## src/hw/rtl/ttmw_pkg.sv

```systemverilog
`default_nettype none
package ttmw_pkg;

   localparam int TS_W   = 32;
   localparam int TOT_W  = 48;
   localparam int CPU_W  = 7;
   localparam int CMD_W  = 2;
   localparam int TID_W  = 2;
   localparam int CSR_IW = 3;
   localparam int DVD_W  = 56;

   localparam logic [CMD_W-1:0] CMD_BEGIN = 2'd0;
   localparam logic [CMD_W-1:0] CMD_END   = 2'd1;
   localparam logic [CMD_W-1:0] CMD_CLEAR = 2'd2;
   localparam logic [CMD_W-1:0] CMD_CHECK = 2'd3;

   localparam logic [CSR_IW-1:0] REG_INTV0 = 3'd0;
   localparam logic [CSR_IW-1:0] REG_INTV1 = 3'd1;
   localparam logic [CSR_IW-1:0] REG_INTV2 = 3'd2;
   localparam logic [CSR_IW-1:0] REG_INTV3 = 3'd3;
   localparam logic [CSR_IW-1:0] REG_MASK  = 3'd4;
   localparam logic [CSR_IW-1:0] REG_DIAG  = 3'd5;

   localparam logic [TS_W-1:0]  ALL_ONES32 = '1;
   localparam logic [TOT_W-1:0] ALL_ONES48 = '1;
   localparam logic [CPU_W-1:0] CPU_MAX    = 7'd100;

   typedef struct packed {
      logic             armed;
      logic             first;
      logic [TS_W-1:0]  last_begin;
      logic [TS_W-1:0]  init_time;
      logic [TS_W-1:0]  run_count;
      logic [TOT_W-1:0] tot_int;
      logic [TOT_W-1:0] tot_exec;
      logic [TS_W-1:0]  sched;
      logic [TS_W-1:0]  avg_int;
      logic [TS_W-1:0]  max_int;
      logic [TS_W-1:0]  min_int;
      logic [TS_W-1:0]  exec;
      logic [TS_W-1:0]  avg_exec;
      logic [TS_W-1:0]  max_exec;
      logic [TS_W-1:0]  min_exec;
      logic [CPU_W-1:0] cpu;
   } rec_type;

   localparam rec_type REC_RESET = '{
      armed: 1'b0, first: 1'b1, last_begin: '0, init_time: '0, run_count: '0,
      tot_int: '0, tot_exec: '0, sched: '0, avg_int: '0, max_int: '0,
      min_int: ALL_ONES32, exec: '0, avg_exec: '0, max_exec: '0,
      min_exec: ALL_ONES32, cpu: '0};

   function automatic logic [TOT_W-1:0] sat_add48(input logic [TOT_W-1:0] a,
                                                  input logic [TS_W-1:0] b);
      logic [TOT_W:0] s;
      s = {1'b0, a} + {17'b0, b};
      return s[TOT_W] ? ALL_ONES48 : s[TOT_W-1:0];
   endfunction

endpackage
`default_nettype wire

```

## src/hw/rtl/task_timing_monitor_watchdog_top.sv

```systemverilog
// Per-task timing monitor and heartbeat watchdog. Items are taken on start while busy
// is low; each gives exactly one result, shown for one cycle with rsp_valid, and the
// receiver cannot stall it. Per-task records sit in a one-entry-per-task memory that
// is read, modified and written back. A clear or an item on a disabled task passes
// through the read, modify and output states; a begin that collects statistics and an
// end also run the 56-step restoring divider that forms each average and the CPU share.
// A check in diagnostic mode goes straight to output, else the heartbeat scan reads
// one task at a time until it finds a timeout or reaches the last task. Records and
// heartbeats carry valid bits, so no clearing pass runs after reset.
`default_nettype none
module task_timing_monitor_watchdog_top #(
   parameter int NUM_TASKS = 4
) (
   input  wire                               clock,
   input  wire                               reset,
   input  wire                               start,
   output logic                              busy,
   input  wire  [ttmw_pkg::CMD_W-1:0]        req_cmd,
   input  wire  [ttmw_pkg::TID_W-1:0]        req_task_id,
   input  wire  [ttmw_pkg::TS_W-1:0]         req_timestamp,
   output logic                              rsp_valid,
   output logic                              rsp_strobe_res,
   output logic                              rsp_timed_out,
   output logic [ttmw_pkg::TID_W-1:0]        rsp_timeout_task,
   output logic [ttmw_pkg::TS_W-1:0]         rsp_sched_interval,
   output logic [ttmw_pkg::TS_W-1:0]         rsp_avg_interval,
   output logic [ttmw_pkg::TS_W-1:0]         rsp_max_interval,
   output logic [ttmw_pkg::TS_W-1:0]         rsp_min_interval,
   output logic [ttmw_pkg::TS_W-1:0]         rsp_exec_time,
   output logic [ttmw_pkg::TS_W-1:0]         rsp_avg_exec,
   output logic [ttmw_pkg::TS_W-1:0]         rsp_max_exec,
   output logic [ttmw_pkg::TS_W-1:0]         rsp_min_exec,
   output logic [ttmw_pkg::CPU_W-1:0]        rsp_cpu_percent,
   input  wire                               csr_valid,
   output logic                              csr_ready,
   input  wire  [ttmw_pkg::CSR_IW-1:0]       csr_index,
   input  wire  [ttmw_pkg::TS_W-1:0]         csr_data
);
   import ttmw_pkg::*;

   localparam int AW = (NUM_TASKS > 1) ? $clog2(NUM_TASKS) : 1;
   localparam logic [AW-1:0] LAST_TASK = AW'(NUM_TASKS - 1);

   localparam logic [2:0] ST_IDLE = 3'd0;
   localparam logic [2:0] ST_RD   = 3'd1;
   localparam logic [2:0] ST_MOD  = 3'd2;
   localparam logic [2:0] ST_MUL  = 3'd3;
   localparam logic [2:0] ST_DIV  = 3'd4;
   localparam logic [2:0] ST_SRD  = 3'd5;
   localparam logic [2:0] ST_SCMP = 3'd6;
   localparam logic [2:0] ST_OUT  = 3'd7;

   localparam logic [1:0] SEL_INT  = 2'd0;
   localparam logic [1:0] SEL_EXEC = 2'd1;
   localparam logic [1:0] SEL_CPU  = 2'd2;

   // configuration
   logic [TS_W-1:0] intv_ff [4];
   logic [3:0]      mask_ff;
   logic            diag_ff;

   // control and working registers
   logic [2:0]       state_ff, state_in;
   logic [CMD_W-1:0] cmd_ff, cmd_in;
   logic [TID_W-1:0] tid_ff, tid_in;
   logic [TS_W-1:0]  ts_ff, ts_in;
   logic             tvalid_ff, tvalid_in;
   rec_type          rec_ff, rec_in;
   logic [TS_W-1:0]  el_ff, el_in;
   logic [1:0]       sel_ff, sel_in;
   logic             need_cpu_ff, need_cpu_in;
   logic [DVD_W-1:0] dvd_ff, dvd_in;
   logic [TS_W-1:0]  dsr_ff, dsr_in;
   logic [TS_W-1:0]  rem_ff, rem_in;
   logic [5:0]       cnt_ff, cnt_in;
   logic [AW-1:0]    scan_ff, scan_in;
   logic             strobe_ff, strobe_in;
   logic             tmo_ff, tmo_in;
   logic [TID_W-1:0] tmo_task_ff, tmo_task_in;
   logic             rsp_valid_ff, rsp_valid_in;

   // memories
   rec_type         rec_mem [NUM_TASKS];
   rec_type         rec_q_ff;
   logic [NUM_TASKS-1:0] rec_vld_ff;
   logic [TS_W-1:0] hb_mem [NUM_TASKS];
   logic [TS_W-1:0] hb_q_ff;
   logic [NUM_TASKS-1:0] hb_vld_ff;

   logic [AW-1:0] addr;
   logic          rec_we;
   logic          hb_we;
   rec_type       rd_rec;
   logic [TS_W-1:0] hb_val;
   logic [TS_W-1:0] hb_age;
   logic [TS_W-1:0] cur_intv;
   logic [TS_W-1:0] diff;
   logic [TS_W:0]   trial;
   logic            qbit;
   logic [DVD_W-1:0] quot;
   logic [DVD_W-1:0] prod;
   logic [TS_W-1:0]  sat_q;

   assign addr      = tid_ff[AW-1:0];
   assign busy      = (state_ff != ST_IDLE);
   assign csr_ready = 1'b1;
   assign rec_we    = (state_ff == ST_OUT) && tvalid_ff && (cmd_ff != CMD_CHECK);
   assign hb_we     = (state_ff == ST_MOD) && tvalid_ff && (cmd_ff == CMD_BEGIN);
   assign rd_rec    = (tvalid_ff && rec_vld_ff[addr]) ? rec_q_ff : REC_RESET;
   assign hb_val    = hb_vld_ff[scan_ff] ? hb_q_ff : '0;
   assign cur_intv  = intv_ff[2'(scan_ff)];
   assign hb_age    = ts_ff - hb_val;

   // one restoring step of the divider
   assign trial = {rem_ff, dvd_ff[DVD_W-1]};
   assign qbit  = (trial >= {1'b0, dsr_ff});
   assign diff  = qbit ? 32'(trial - {1'b0, dsr_ff}) : trial[TS_W-1:0];
   assign quot  = {dvd_ff[DVD_W-2:0], qbit};
   assign sat_q = (|quot[DVD_W-1:TS_W]) ? ALL_ONES32 : quot[TS_W-1:0];
   // total_exec * 100 as shifts
   assign prod  = (DVD_W'(rec_ff.tot_exec) << 6) + (DVD_W'(rec_ff.tot_exec) << 5)
                + (DVD_W'(rec_ff.tot_exec) << 2);

   always_comb begin
      logic [TS_W-1:0] v;
      logic [TS_W-1:0] rc;
      state_in    = state_ff;
      cmd_in      = cmd_ff;
      tid_in      = tid_ff;
      ts_in       = ts_ff;
      tvalid_in   = tvalid_ff;
      rec_in      = rec_ff;
      el_in       = el_ff;
      sel_in      = sel_ff;
      need_cpu_in = need_cpu_ff;
      dvd_in      = dvd_ff;
      dsr_in      = dsr_ff;
      rem_in      = rem_ff;
      cnt_in      = cnt_ff;
      scan_in     = scan_ff;
      strobe_in   = strobe_ff;
      tmo_in      = tmo_ff;
      tmo_task_in = tmo_task_ff;
      rsp_valid_in = 1'b0;
      v  = '0;
      rc = '0;
      unique case (state_ff)
         ST_IDLE: begin
            if (start) begin
               cmd_in      = req_cmd;
               tid_in      = req_task_id;
               ts_in       = req_timestamp;
               tvalid_in   = ({1'b0, req_task_id} < 3'(NUM_TASKS));
               strobe_in   = 1'b0;
               tmo_in      = 1'b0;
               tmo_task_in = '0;
               need_cpu_in = 1'b0;
               state_in    = ST_RD;
            end
         end
         ST_RD: state_in = ST_MOD;
         ST_MOD: begin
            rec_in   = rd_rec;
            state_in = ST_OUT;
            cnt_in   = '0;
            rem_in   = '0;
            if (cmd_ff == CMD_CHECK) begin
               if (diag_ff) begin
                  strobe_in = 1'b1;
               end else begin
                  scan_in  = '0;
                  state_in = ST_SRD;
               end
            end else if (tvalid_ff && cmd_ff == CMD_CLEAR) begin
               rec_in = REC_RESET;
            end else if (tvalid_ff && cmd_ff == CMD_BEGIN && mask_ff[tid_ff]) begin
               if (rd_rec.first) begin
                  rec_in.armed      = 1'b1;
                  rec_in.last_begin = ts_ff;
                  rec_in.init_time  = ts_ff;
               end else begin
                  v  = ts_ff - rd_rec.last_begin;
                  rc = (rd_rec.run_count != ALL_ONES32) ? rd_rec.run_count + 1'b1
                                                        : rd_rec.run_count;
                  rec_in.run_count  = rc;
                  rec_in.last_begin = ts_ff;
                  rec_in.tot_int    = sat_add48(rd_rec.tot_int, v);
                  rec_in.sched      = v;
                  if (v > rd_rec.max_int) rec_in.max_int = v;
                  if (v < rd_rec.min_int) rec_in.min_int = v;
                  sel_in   = SEL_INT;
                  dvd_in   = DVD_W'(rec_in.tot_int);
                  dsr_in   = rc;
                  state_in = ST_DIV;
               end
            end else if (tvalid_ff && cmd_ff == CMD_END && rd_rec.armed) begin
               if (rd_rec.first) begin
                  rec_in.first = 1'b0;
               end else begin
                  v  = ts_ff - rd_rec.last_begin;
                  el_in = rd_rec.last_begin - rd_rec.init_time;
                  rec_in.tot_exec = sat_add48(rd_rec.tot_exec, v);
                  rec_in.exec     = v;
                  if (v > rd_rec.max_exec) rec_in.max_exec = v;
                  if (v < rd_rec.min_exec) rec_in.min_exec = v;
                  need_cpu_in = (el_in != '0);
                  if (el_in == '0) rec_in.cpu = '0;
                  if (rd_rec.run_count != '0) begin
                     sel_in   = SEL_EXEC;
                     dvd_in   = DVD_W'(rec_in.tot_exec);
                     dsr_in   = rd_rec.run_count;
                     state_in = ST_DIV;
                  end else begin
                     rec_in.avg_exec = '0;
                     if (el_in != '0) state_in = ST_MUL;
                  end
               end
            end
         end
         ST_MUL: begin
            dvd_in      = prod;
            dsr_in      = el_ff;
            rem_in      = '0;
            cnt_in      = '0;
            sel_in      = SEL_CPU;
            need_cpu_in = 1'b0;
            state_in    = ST_DIV;
         end
         ST_DIV: begin
            dvd_in = quot;
            rem_in = diff;
            cnt_in = cnt_ff + 1'b1;
            if (cnt_ff == 6'(DVD_W - 1)) begin
               case (sel_ff)
                  SEL_INT:  rec_in.avg_int  = sat_q;
                  SEL_EXEC: rec_in.avg_exec = sat_q;
                  default:  rec_in.cpu = (quot > DVD_W'(CPU_MAX)) ? CPU_MAX
                                                                  : quot[CPU_W-1:0];
               endcase
               state_in = need_cpu_ff ? ST_MUL : ST_OUT;
            end
         end
         ST_SRD: state_in = ST_SCMP;
         ST_SCMP: begin
            if (cur_intv != '0 && hb_val != '0 && hb_age >= cur_intv) begin
               tmo_in      = 1'b1;
               tmo_task_in = TID_W'(scan_ff);
               state_in    = ST_OUT;
            end else if (scan_ff == LAST_TASK) begin
               strobe_in = 1'b1;
               state_in  = ST_OUT;
            end else begin
               scan_in  = scan_ff + 1'b1;
               state_in = ST_SRD;
            end
         end
         ST_OUT: begin
            rsp_valid_in = 1'b1;
            state_in     = ST_IDLE;
         end
         default: state_in = ST_IDLE;
      endcase
   end

   always_ff @(posedge clock) begin
      if (reset) begin
         state_ff     <= ST_IDLE;
         rsp_valid_ff <= 1'b0;
         rec_vld_ff   <= '0;
         hb_vld_ff    <= '0;
         mask_ff      <= '0;
         diag_ff      <= 1'b0;
         for (int i = 0; i < 4; i++) intv_ff[i] <= '0;
      end else begin
         state_ff     <= state_in;
         rsp_valid_ff <= rsp_valid_in;
         if (rec_we) rec_vld_ff[addr] <= 1'b1;
         if (hb_we) hb_vld_ff[addr] <= 1'b1;
         if (csr_valid && csr_ready) begin
            unique case (csr_index)
               REG_INTV0: intv_ff[0] <= csr_data;
               REG_INTV1: intv_ff[1] <= csr_data;
               REG_INTV2: intv_ff[2] <= csr_data;
               REG_INTV3: intv_ff[3] <= csr_data;
               REG_MASK:  mask_ff    <= csr_data[3:0];
               REG_DIAG:  diag_ff    <= csr_data[0];
               default: ;
            endcase
         end
      end
   end

   always_ff @(posedge clock) begin
      cmd_ff      <= cmd_in;
      tid_ff      <= tid_in;
      ts_ff       <= ts_in;
      tvalid_ff   <= tvalid_in;
      rec_ff      <= rec_in;
      el_ff       <= el_in;
      sel_ff      <= sel_in;
      need_cpu_ff <= need_cpu_in;
      dvd_ff      <= dvd_in;
      dsr_ff      <= dsr_in;
      rem_ff      <= rem_in;
      cnt_ff      <= cnt_in;
      scan_ff     <= scan_in;
      strobe_ff   <= strobe_in;
      tmo_ff      <= tmo_in;
      tmo_task_ff <= tmo_task_in;
   end

   // task record memory
   always_ff @(posedge clock) begin
      if (rec_we) rec_mem[addr] <= rec_ff;
      rec_q_ff <= rec_mem[addr];
   end

   // heartbeat memory
   always_ff @(posedge clock) begin
      if (hb_we) hb_mem[addr] <= ts_ff;
      hb_q_ff <= hb_mem[scan_ff];
   end

   assign rsp_valid          = rsp_valid_ff;
   assign rsp_strobe_res     = strobe_ff;
   assign rsp_timed_out      = tmo_ff;
   assign rsp_timeout_task   = tmo_task_ff;
   assign rsp_sched_interval = tvalid_ff ? rec_ff.sched    : '0;
   assign rsp_avg_interval   = tvalid_ff ? rec_ff.avg_int  : '0;
   assign rsp_max_interval   = tvalid_ff ? rec_ff.max_int  : '0;
   assign rsp_min_interval   = tvalid_ff ? rec_ff.min_int  : '0;
   assign rsp_exec_time      = tvalid_ff ? rec_ff.exec     : '0;
   assign rsp_avg_exec       = tvalid_ff ? rec_ff.avg_exec : '0;
   assign rsp_max_exec       = tvalid_ff ? rec_ff.max_exec : '0;
   assign rsp_min_exec       = tvalid_ff ? rec_ff.min_exec : '0;
   assign rsp_cpu_percent    = tvalid_ff ? rec_ff.cpu      : '0;

endmodule
`default_nettype wire

```

## config.mk

```make
export PLATFORM = sky130hd
export DESIGN_NAME = task_timing_monitor_watchdog_top
export DESIGN_NICKNAME = d
export VERILOG_FILES = /design/src/hw/rtl/ttmw_pkg.sv /design/src/hw/rtl/task_timing_monitor_watchdog_top.sv
export SDC_FILE = /design/constraint.sdc
export NUM_CORES = 2
export LEC_CHECK = 0
export ABC_AREA = 1
export BUFFER_PORTS_ARGS = -buffer_cell sky130_fd_sc_hd__buf_2
export CAP_MARGIN = 25
export CORE_UTILIZATION = 35
export DETAILED_ROUTE_END_ITERATION = 10
export SLEW_MARGIN = 20
export SYNTH_ARGS = -nofsm -noshare
export SYNTH_HDL_FRONTEND = slang
export SYNTH_SLANG_ARGS = --single-unit
```

## constraint.sdc

```tcl
create_clock -name clock -period 30.3 [get_ports clock]
set_clock_uncertainty 0.05 [all_clocks]
set_input_delay 6.06 -clock clock [delete_from_list [all_inputs] [get_ports clock]]
set_output_delay 6.06 -clock clock [all_outputs]
set_load 0.05 [all_outputs]
```

==> results.yml <==
setup_path:
  start_kind: "register"
  endpoint_kind: "register"
  critPathMaxFanout: 118
  cp.required_ns: 30.91
  rrSetupSlack_ns: 20.91
  worstPathArrival_ns: 10.00
  cp_common_cell: "nand3_1"
  worstSetupPathType: "register to register"
  critPathMaxStageDelay_ns: 0.78
  crit_slowest_cell: "buf_4"
placement:
  place_congestion: 1.02
  dpl.hpwl_um: 337000
  port_buffers: 343
  dpl-instance-area_mm2: 0.149
clock_tree:
  cts_resized: 0
  max-clock-path-buffers: 4
  cts_max_level: 5
  hold_buffers: 0
  cts_setup_buffers: 0
  cts_buffers: 332
  clock-sinks: 3252
  clk_pin_slew_worst_paths_ns: 0.06
  cts_tree: "built"
  clock_latency_ns: 0.99
  cts-root-buf: "clkbuf_16"
routing:
  drt_first_pass_iters: 8
  first_iter_violations: 12500
  viasPerCell: 5.43
  drc: 0
  wirelength_um: 496000
  wire_per_inst_um: 26.5
  vias: 102000
  ant_nets: 0
synth:
  synth_fp_nets: 13400
  yosysUniqueCellTypes: 67
  yosys-top-cells-area: "edfxtp_1 (58%), nand2_1 (7.6%), dfxtp_1 (7.1%)"
  synthFlopType: "edfxtp_1"
  synth-seq-cells: 3252
  yosysSeqAreaShare_pct: 65.1
  yosysTopAreaCell: "edfxtp_1"
  synthCells: 12900
  ys_warn_count: 0
  synthArstFlopShare_pct: 0
  avgSynthCellArea_um2: 11.0
  syn-cell-area_mm2: 0.142
  synth_top_cell_area_share_pct: 57.9
  synth_edf_count: 2744
pwr:
  ir_drop_uv: 56.1
  p_leak_nw: 60.5
  power_density_mw_per_mm2: 86.1
floorplanning:
  rows: 233
  die_area_mm2: 0.409
  die_h_um: 640
  die_w_um: 640
  pin_count: 345
  start_util_pct: 35.2
  coreArea_mm2: 0.404
sta:
  final_max_slew_viol_count: 0
  tightest_slew_ns: 1.15
  setup_violations: 0
  hold_violations: 0
  max_freq_ghz: 0.106
  rsz0062_at_grt: "false"
  tns_ns: 0
  post-route-period-util_pct: 31.0
  finalCriticalPeriod_ns: 9.39
  slew_headroom_pct: 23.7
global_routing:
  grt_pass1_vias: 93900
  antenna_found_initial: 26
  grt_overflow: 0
  grt_pass1_wl_um: 698000
  grt_start_max_net_pins: 129
  track_usage_pct: 23.4
run_status:
  outcome: "finished clean"
cells_and_area:
  stdcell_area_mm2: 0.160
  final.fill_count: 38700
  final_nets: 13500
  syn_to_final_growth_pct: 12.3
  drive_above_1_share_pct: 9.78
job:
  max_cap_viol_count: 0
min_path:
  min_path_type: "register to register"
## synth_stat cells, types with 34 or more instances
library cell	n
a21oi_1	593
a22oi_1	688
a31oi_1	40
a32o_1	37
buf_1	64
buf_4	271
clkbuf_1	403
dfxtp_1	508
edfxtp_1	2744
fa_1	51
ha_1	356
inv_1	942
inv_2	90
nand2_1	2894
nand3_1	752
nand4_1	156
nor2_1	938
nor3_1	88
nor4_1	34
o211ai_1	40
o21ai_0	456
o21ai_1	94
o221ai_1	39
o22ai_1	99
xnor2_1	53
xor2_1	123
## per-stage QoR
stage	hold WS (ns)	utilization [%]	cells	worst slack (ns)	power, mW
global placement	0.382	36.8	18000	21.10	9.51
global route	0.395	39.6	18700	20.21	14.2
floorplan	0.378	-	12900	7.93	8.14
CTS	0.379	39.6	18700	20.87	13.7
finish	0.385	39.6	18700	20.91	13.8
detailed placement	0.389	36.8	18000	20.86	9.54
## logic make-up (layout without fill, tap and decap cells)
logic type / Yosys count / in the layout / synth area share [%]
AND/OR/NAND/NOR: 5014 / 5014 / 14.7
flip-flops: 3252 / 3252 / 65.1
AO/OA/AOI/OAI: 2210 / 2210 / 9.67
buffers and inverters: 1823 / 2201 / 5.63
adder cells (fa/ha/maj): 407 / 407 / 3.85
XOR/XNOR: 176 / 176 / 1.08
other: 1 / 21 / 0.00264
## layer usage
metal	up-vias	routed length [um]	GRT usage (%)
li1	45400	-	-
met1	50200	210000	33.0
met2	5110	211000	34.4
met3	841	51400	5.47
met4	16	23700	9.95
met5	-	98	0
## worst max-delay path, delay by kind of cell, from the launching register on
family,cells,cell delay (ns)
flops,1,0.50
simple gates,20,3.43
compound gates,4,0.91
fa+ha+maj,2,0.76
xor+xnor,1,0.61
buf+inv,8,2.66
## final timing paths
kind,start,endpoint,cells past startpoint
setup / recovery,addr[0],rec_ff[275],35
hold reg to reg,rec_mem[2][402],rec_q_ff[402],2
setup reg to reg,addr[0],rec_ff[275],35
hold / removal,rec_mem[2][402],rec_q_ff[402],2
## where the power goes
part	leakage, nW	switching (mW)	internal, mW	total (mW)
logic	26.0	2.75	0.906	3.65
clock network	5.37	1.82	2.37	4.18
registers	29.1	0.387	5.53	5.92
total	60.5	4.95	8.80	13.8
## registers in the layout, summed over array words and instances (netlist names), 56 cells and up, named ones only
name and flops:
rec_mem 1828, rec_ff 457, rec_q_ff 457, hb_mem 128, intv_ff 128, dvd_ff 56
## cells in the final DEF (no fill, tap or decap), types with 20 or more instances in the layout
| cell | count |
|---|---|
| nand2_1 | 2887 |
| edfxtp_1 | 2744 |
| inv_1 | 939 |
| nor2_1 | 920 |
| nand3_1 | 748 |
| a22oi_1 | 688 |
| a21oi_1 | 593 |
| dfxtp_1 | 506 |
| o21ai_0 | 454 |
| ha_1 | 356 |
| buf_2 | 343 |
| clkbuf_16 | 332 |
| buf_4 | 185 |
| nand4_1 | 156 |
| xor2_1 | 114 |
| o22ai_1 | 99 |
| clkbuf_1 | 96 |
| o21ai_1 | 95 |
| inv_2 | 90 |
| nor3_1 | 88 |
| xnor2_1 | 53 |
| clkinv_2 | 53 |
| fa_1 | 51 |
| a31oi_1 | 40 |
| o211ai_1 | 40 |
| o221ai_1 | 39 |
| a32o_1 | 37 |
| clkbuf_8 | 35 |
| nor2_2 | 34 |
| nand2_2 | 32 |
| nor4_1 | 32 |
| a211oi_1 | 27 |
| clkinv_1 | 26 |
| bufinv_16 | 26 |
| o21bai_1 | 25 |
| nand3b_1 | 24 |
| nor2_4 | 22 |
| diode_2 | 20 |
## layout make-up
cell class | count | area [um2] | area share [%]
well taps | 5405 | 6760 | 4.23
clock buffers | 463 | 9150 | 5.73
flip-flops and latches | 3252 | 92600 | 57.9
repair buffers | 542 | 3370 | 2.11
multi-input cells | 7808 | 42000 | 26.3
clock inverters | 158 | 1950 | 1.22
diodes | 20 | 50.0 | 0.0313
inverters | 1038 | 3920 | 2.45
Power figures use the tool's default switching activity.
